**config.mk**
```make
export PLATFORM = sky130hd
export DESIGN_NAME = cavn_norm
export DESIGN_NICKNAME = d
export VERILOG_FILES = /design/src/rtl/cavn_pkg.sv /design/src/rtl/cavn_norm.sv
export SDC_FILE = /design/constraint.sdc
export NUM_CORES = 2
export LEC_CHECK = 0
export CAP_MARGIN = 30
export CORE_MARGIN = 5
export CORE_UTILIZATION = 44
export CTS_BUF_LIST = sky130_fd_sc_hd__clkbuf_8
export CTS_CLUSTER_SIZE = 10
export DETAILED_ROUTE_END_ITERATION = 10
export DONT_BUFFER_PORTS = 1
export REMOVE_ABC_BUFFERS = 1
export SYNTH_ARGS = -nofsm -noshare
export SYNTH_HDL_FRONTEND = slang
export SYNTH_SLANG_ARGS = --single-unit
export TNS_END_PERCENT = 100
```
**constraint.sdc**
```tcl
create_clock -name clk -period 10 [get_ports clk]
set_input_delay 0.5 -clock clk [delete_from_list [all_inputs] [get_ports clk]]
set_output_delay 0.5 -clock clk [all_outputs]
set_load 0.02 [all_outputs]
```
**src/rtl/cavn_pkg.sv**
```systemverilog
`default_nettype none
package cavn_pkg;

  localparam int VERTS      = 4096;
  localparam int FACES      = 4096;
  localparam int VIDX_W     = 12;
  localparam int FIDX_W     = 12;
  localparam int POS_W      = 16;
  localparam int NRM_W      = 16;
  localparam int WIDE_W     = 36;
  localparam int SUM_W      = 30;
  localparam int FCNT_W     = 13;
  localparam int CFG_DATA_W = 16;

  localparam logic [1:0] OP_LOAD_VERTEX = 2'd0;
  localparam logic [1:0] OP_LOAD_FACE   = 2'd1;
  localparam logic [1:0] OP_QUERY       = 2'd2;

  localparam logic REG_FACE_COUNT = 1'b0;
  localparam logic REG_CREASE     = 1'b1;

  localparam logic [CFG_DATA_W-1:0] CREASE_RESET = 16'd8192;

  typedef struct packed {
    logic [1:0]              operation;
    logic [VIDX_W-1:0]       vertex_index;
    logic signed [POS_W-1:0] pos_x;
    logic signed [POS_W-1:0] pos_y;
    logic signed [POS_W-1:0] pos_z;
    logic [FIDX_W-1:0]       face_index;
    logic [VIDX_W-1:0]       corner_a;
    logic [VIDX_W-1:0]       corner_b;
    logic [VIDX_W-1:0]       corner_c;
  } in_item_t;

  typedef struct packed {
    logic signed [NRM_W-1:0] normal_x;
    logic signed [NRM_W-1:0] normal_y;
    logic signed [NRM_W-1:0] normal_z;
    logic [FIDX_W-1:0]       queried_face;
    logic [1:0]              corner_number;
    logic                    last;
  } out_item_t;

  typedef logic [2:0][WIDE_W-1:0] wide_vec_t;
  typedef logic [2:0][NRM_W-1:0]  nrm_vec_t;
  typedef logic [2:0][POS_W-1:0]  pos_vec_t;
  typedef logic [2:0][VIDX_W-1:0] corner_vec_t;

  typedef struct packed {
    logic busy;
    logic done;
  } norm_stat_t;

endpackage
`default_nettype wire

```
**src/rtl/cavn_norm.sv**
```systemverilog
`default_nettype none
// Iterative vector normalizer: pre-shift, sum of squares through one
// multiplier, bit-serial square root, then one restoring divide per component.
module cavn_norm (
  input  logic                   clk,
  input  logic                   rst,
  input  logic                   start,
  input  cavn_pkg::wide_vec_t    vin,
  output cavn_pkg::norm_stat_t   stat,
  output cavn_pkg::nrm_vec_t     vout
);
  import cavn_pkg::*;

  localparam logic [2:0] N_IDLE  = 3'd0;
  localparam logic [2:0] N_SHIFT = 3'd1;
  localparam logic [2:0] N_SQ    = 3'd2;
  localparam logic [2:0] N_SQRT  = 3'd3;
  localparam logic [2:0] N_DLOAD = 3'd4;
  localparam logic [2:0] N_DIV   = 3'd5;

  logic [2:0]        state;
  logic              done;
  logic [WIDE_W-1:0] mag [3];
  logic [2:0]        neg;
  logic [4:0]        cnt;
  logic [1:0]        ci;
  logic [59:0]       prod;
  logic [61:0]       sq;
  logic [61:0]       sq_acc;
  logic [61:0]       sh;
  logic [30:0]       root;
  logic [32:0]       rem;
  logic [34:0]       rem_sh;
  logic [34:0]       trial;
  logic [15:0]       num16;
  logic [31:0]       drem;
  logic [32:0]       drem_sh;
  logic [32:0]       dvs;
  logic              q_bit;
  logic [15:0]       quo;
  logic [15:0]       q_fin;
  logic [45:0]       num_init;
  logic [29:0]       sq_op;
  logic [59:0]       sq_term;
  logic [NRM_W-1:0]  res [3];
  logic              big;

  always_comb begin
    sq_op    = (cnt[1:0] == 2'd3) ? '0 : mag[cnt[1:0]][29:0];
    sq_term  = sq_op * sq_op;
    sq_acc   = sq + {2'b0, prod};
    rem_sh   = {rem, sh[61:60]};
    trial    = {2'b0, root, 2'b01};
    dvs      = {1'b0, root, 1'b0};
    drem_sh  = {drem, num16[15]};
    q_bit    = (drem_sh >= dvs);
    q_fin    = {quo[14:0], q_bit};
    num_init = {1'b0, mag[ci][29:0], 15'b0} + {15'b0, root};
    big      = (|mag[0][WIDE_W-1:30]) | (|mag[1][WIDE_W-1:30]) | (|mag[2][WIDE_W-1:30]);
  end

  always_ff @(posedge clk) begin
    if (rst) begin
      state <= N_IDLE;
      done  <= 1'b0;
    end else begin
      done <= 1'b0;
      unique case (state)
        N_IDLE: begin
          if (start) begin
            for (int i = 0; i < 3; i++) begin
              neg[i] <= vin[i][WIDE_W-1];
              mag[i] <= vin[i][WIDE_W-1] ? WIDE_W'(0 - vin[i]) : vin[i];
            end
            state <= N_SHIFT;
          end
        end
        N_SHIFT: begin
          if (big) begin
            for (int i = 0; i < 3; i++) mag[i] <= mag[i] >> 1;
          end else begin
            cnt   <= '0;
            sq    <= '0;
            state <= N_SQ;
          end
        end
        N_SQ: begin
          prod <= sq_term;
          if (cnt != 5'd0) sq <= sq_acc;
          cnt <= cnt + 5'd1;
          if (cnt == 5'd3) begin
            sh    <= sq_acc;
            root  <= '0;
            rem   <= '0;
            cnt   <= '0;
            state <= N_SQRT;
          end
        end
        N_SQRT: begin
          sh <= sh << 2;
          if (rem_sh >= trial) begin
            rem  <= 33'(rem_sh - trial);
            root <= {root[29:0], 1'b1};
          end else begin
            rem  <= rem_sh[32:0];
            root <= {root[29:0], 1'b0};
          end
          cnt <= cnt + 5'd1;
          if (cnt == 5'd30) begin
            ci    <= '0;
            state <= N_DLOAD;
          end
        end
        N_DLOAD: begin
          drem  <= {2'b0, num_init[45:16]};
          num16 <= num_init[15:0];
          quo   <= '0;
          cnt   <= '0;
          state <= N_DIV;
        end
        N_DIV: begin
          drem  <= q_bit ? 32'(drem_sh - dvs) : drem_sh[31:0];
          quo   <= q_fin;
          num16 <= num16 << 1;
          cnt   <= cnt + 5'd1;
          if (cnt == 5'd15) begin
            // A zero-length vector normalizes to zero.
            if (root == '0) res[ci] <= '0;
            else res[ci] <= neg[ci] ? NRM_W'(0 - q_fin) : q_fin;
            if (ci == 2'd2) begin
              done  <= 1'b1;
              state <= N_IDLE;
            end else begin
              ci    <= ci + 2'd1;
              state <= N_DLOAD;
            end
          end
        end
        default: state <= N_IDLE;
      endcase
    end
  end

  assign stat.busy = (state != N_IDLE);
  assign stat.done = done;
  assign vout[0]   = res[0];
  assign vout[1]   = res[1];
  assign vout[2]   = res[2];

endmodule
`default_nettype wire

```
# Word-level counts from Yosys, hierarchy flattened
# Memories as Yosys holds them, arrays and structs flattened. A register that Yosys moved wholly into a read port is not among the register bits.
# Cells that the tools add are included.
[word_totals] mem_count=2 ramBits=156 input_bits=111 reg_bits=325 output_inout_bits=50 elab_cells=138
[mem_list] memory="mag" depth=3 word_bits=36 rd=5 rd_clocked_by_memory_dff=2 write_ports=3 line="cavn_norm.sv:23" rtl="logic [WIDE_W-1:0] mag [3];"
[mem_list] memory="res" depth=3 word_bits=16 rd=3 rd_clocked_by_memory_dff=0 write_ports=1 line="cavn_norm.sv:45" rtl="logic [NRM_W-1:0] res [3];"
[classes] reduce_logical=22 magnitude_cmp=3 multipliers=1 n_bitwise=9 mux=61 n_eq_ne=17 add_sub_neg=10
[ops] op="$pmux 62 s2" n=2
[ops] op="$mux 36" n=6
[ops] op="$mux 62" n=3
[ops] op="$sub 1x36->36 const A" n=3
[ops] op="$mux 33" n=2
[ops] op="$pmux 33 s2" n=1
[ops] op="$pmux 32 s2" n=1
[ops] op="$add 62x60->62" n=1
[ops] op="$pmux 31 s2" n=1
[ops] op="$mul 30x30->60" n=1
[ops] op="$add 45x31->46" n=1
[ops] op="$ge 35x33->1" n=1
[ops] op="$ge 33x32->1" n=1
[ops] op="$sub 33x33->33" n=1
[ops] op="$mux 16" n=2
[ops] op="$mux 32" n=1
[ops] op="$pmux 16 s2" n=1
[ops] op="$sub 32x32->32" n=1
[ops] op="$logic_not 31->1" n=1
[ops] op="$mux 31" n=1
[ops] op="$mux 30" n=1
[ops] op="$pmux 15 s2" n=1
[ops] op="$mux 1" n=21
[ops] op="$pmux 5 s4" n=1
[ops] op="32 further kinds" n=67

# Depth between registers and ports, before layout
# An unclocked memory read counts as a cell.
[logic_depth] depth_word=9 ltp_mapped=36

# Worst setup path after synthesis
# No wires, ideal clock.
[synth_timing] path_kind="register -> register" start="register state[1]" end="register rem[0], enable pin" path_buffers=2 stages_incl_launch_ff=7 synth_period_minus_slack_ns=10.332 path_slack_ns=-0.332 t_arrival_ns=9.567 t_required_ns=9.235 setup_time_ns=0.765 cell_sequence="dfxtp_1 -> clkbuf_1 -> nand2b_1 -> nand2b_1 -> clkbuf_1 -> a21oi_1 -> nor3_1"
[synth_between] elab_chain_len=3 word_cells_on_any_way=5
[synth_rtl] item="start: declaration" line="cavn_norm.sv:21" rtl="logic [2:0] state;"
[synth_rtl] item="start signal: assignment" line="cavn_norm.sv:64" rtl="state <= N_IDLE;"
[synth_rtl] item="start signal: assignment" line="cavn_norm.sv:75" rtl="state <= N_SHIFT;"
[synth_rtl] item="start signal: assignment" line="cavn_norm.sv:84" rtl="state <= N_SQ;"
[synth_rtl] item="$eq 3x2->1" line="cavn_norm.sv:68" rtl="unique case (state)"
[synth_rtl] item="$ne 2x2->1 (no source line) or $reduce_bool 2->1 (tied branches)"
[synth_rtl] item="$reduce_and 3->1 (no source line) (*)"
[synth_rtl] item="end signal: assignment" line="cavn_norm.sv:102" rtl="rem <= 33'(rem_sh - trial);"
[synth_rtl] item="end signal: assignment" line="cavn_norm.sv:105" rtl="rem <= rem_sh[32:0];"
[synth_rtl] item="end: declaration" line="cavn_norm.sv:32" rtl="logic [32:0] rem;"
# Every way passes the cells marked *; elsewhere a longest branch is shown, timed or not.
# A chain may end at the register's enable or synchronous reset.

==> flow_summary.yaml <==
worst_setup_path:
  worstPathMaxFanout: 20
  cp_slowest_stage_delay_ns: 0.66
  path_delay_family: "adder cells"
  cp_slowest_cell: "or4b_2"
  crit_cells: 29
  worstPathRequired_ns: 10.46
  cp_common_cell: "fa_1"
  r2r_end: "prod[57]"
  path_class: "flop to flop"
  crit_path_end: "prod[57]"
  cp.arrival_ns: 9.97
  cp-end-kind: "flop"
  reg2regPathDepth: 29
  start_kind: "flop"
  reg2reg_slack_ns: 0.49
  critPathBufInv: 8
grt:
  grt_start_max_net_pins: 107
  grt_util_all_layers_pct: 23.9
  grt_pass1_vias: 43300
  grt_pass1_wl_um: 247000
  antenna_found_initial: 3
  grt_overflow: 0
sta:
  slew_headroom_pct: 25.0
  hold_violations: 0
  skew_ns: 0.0654
  fmax_mhz: 105
  slew_violations: 0
  worst_pin_slew_ns: 1.11
  fin_crit_ns: 9.51
  setup_viol: 0
  finalCritPeriodShare_pct: 95.1
  rsz0062_at_grt: "false"
placed_design:
  numPortBuffers: 0
  gp_congestion: 0.928
  place_area_mm2: 0.0574
  place.detailed.hpwl_um: 124000
detailed_routing:
  wire_per_inst_um: 20.6
  via_per_inst: 5.49
  dr.pass1.iters: 6
  wl_um: 156000
  dr_total_vias: 41700
  drt_iter0_drc: 3234
  drc_errors: 0
  antenna_left: 0
layout:
  mostFrequentLayoutCell: "inv_1"
  areaGrowthSynthToFinish_pct: 8.25
  design_area_mm2: 0.0598
  final_nets: 7067
  drive_gt1_share_pct: 5.04
  final_cell_mix: "1034 x inv_1, 701 x fa_1, 593 x nand2_1"
yosys:
  synth-seq-area-share_pct: 26.2
  postSynth.asyncResetShare_pct: 0
  synth_edf_count: 476
  yosys_warnings: 0
  syn_area_per_cell_um2: 9.45
  synthFlopType: "edfxtp_1"
  synth_cells: 5840
  post_synth_num_cell_types: 77
  synth_seq_cells: 484
  synth_area_mm2: 0.0552
worst_hold_path:
  hold_path.class: "primary input to flop"
clock_tree:
  clk_path_buf_depth: 3
  cts_inserted_buffers: 93
  cts.htree.levels: 3
  clk_pin_slew_ns: 0.06
  clock-sinks: 484
  cts-root-buf: "clkbuf_8"
  clkLatencyLatePin_ns: 0.77
  cts_tree: "yes"
flow_run:
  max_cap_viol_count: 0
floorplanning:
  rows: 130
  dieArea_mm2: 0.133
  initial_utilization_pct: 44.1
  die_x_um: 364
  die_height_um: 364
  design.core.area_mm2: 0.125
  pin_count: 161
run_status:
  outcome: "complete, no violations"
-- per-layer routing --
| metal | part of all wire, % | global-route usage (%) |
|---|---|---|
| met1 | 42 | 32.0 |
| met2 | 48 | 40.5 |
| met3 | 6.5 | 3.76 |
| met4 | 2.9 | 6.45 |
| met5 | 0 | 0 |
-- registers in the layout (all words and copies together) (netlist names), named ones only --
register / cells
res: 48
neg: 3
rem: 33
prod: 59
num16: 16
cnt: 5
done: 1
sh: 62
quo: 15
drem: 32
sq: 62
mag: 108
root: 31
state: 3
ci: 2
-- cells in the mapped netlist (all sizes together), types with 63 or more instances --
library cell	count	area (µm²)
o21ai	353	1770
edfxtp	476	14300
fa	701	14000
nor2	519	1950
a21oi	237	1190
mux2i	74	741
nand2	593	2230
a211oi	66	495
clkbuf	212	796
a21o	104	781
xor2	168	1470
inv	1015	3810
xnor2	154	1350
nor2b	63	394
ha	402	5030
-- logic make-up after synthesis --
group	count (synthesis)	share of synthesized area, %
DFF	484	26.2
buffers and inverters	1258	8.57
AOI/OAI and AO/OA	1053	11.9
adders and majority gates	1103	34.5
xor gates and xnor gates	322	5.11
and+or+nand+nor	1546	12.4
muxes	74	1.34
-- through the flow --
step           hold WS, ns  utilization, %  TNS, ns  worst slack [ns]  instances
2_1_floorplan        0.484               -  -193.79             -1.52       5605
3_3_place_gp         0.509            45.8        0             0.377       7356
3_5_place_dp         0.511            45.9        0             0.237       7359
4_1_cts           0.000467            47.7        0             0.201       7578
5_1_grt             0.0195            47.8        0           0.00972       7582
6_report            0.0505            47.8        0             0.493       7587
-- worst reg2reg max path, delay by kind of cell, from the launching register on --
kind                       cells  cell delay (ns)
buffers and inverters          8             1.52
adders and majority gates      9             4.58
xor gates and xnor gates       1             0.09
AOI/OAI and AO/OA              8             1.38
DFF                            1             0.57
and+or+nand+nor                3             1.10
-- final cells by class --
class / count / area, µm²
fill: 11900 / 65300
multi-input combinational: 4098 / 36200
sequential: 484 / 14500
inverter: 1023 / 3840
tap: 1650 / 2060
timing repair buffer: 153 / 1340
clock buffer: 94 / 1290
clock inverter: 79 / 538
antenna: 6 / 15.0
-- timing repair --
action	in CTS	in global routing
endpoints found under the hold margin	53	0
setup endpoints to repair	0	5
resized for setup	0	4
buffers inserted	0	0
hold buffers	46	0
-- worst min path at each step --
stage	from	endpoint	slack (ns)	depth (start not counted)
finish	vin[103]	mag[2][31]	0.05	2
global route	vin[60]	mag[1][24]	0.02	2
CTS	vin[33]	mag[0][33]	0.0005	2
detailed placement	num16[2]	num16[3]	0.51	2
global placement	sh[1]	sh[3]	0.51	2
floorplan	num16[14]	num16[15]	0.48	2
Power is left out: the tool's default activity adds up to more than one toggle a clock period on the data nets, which glitch-free logic cannot reach.
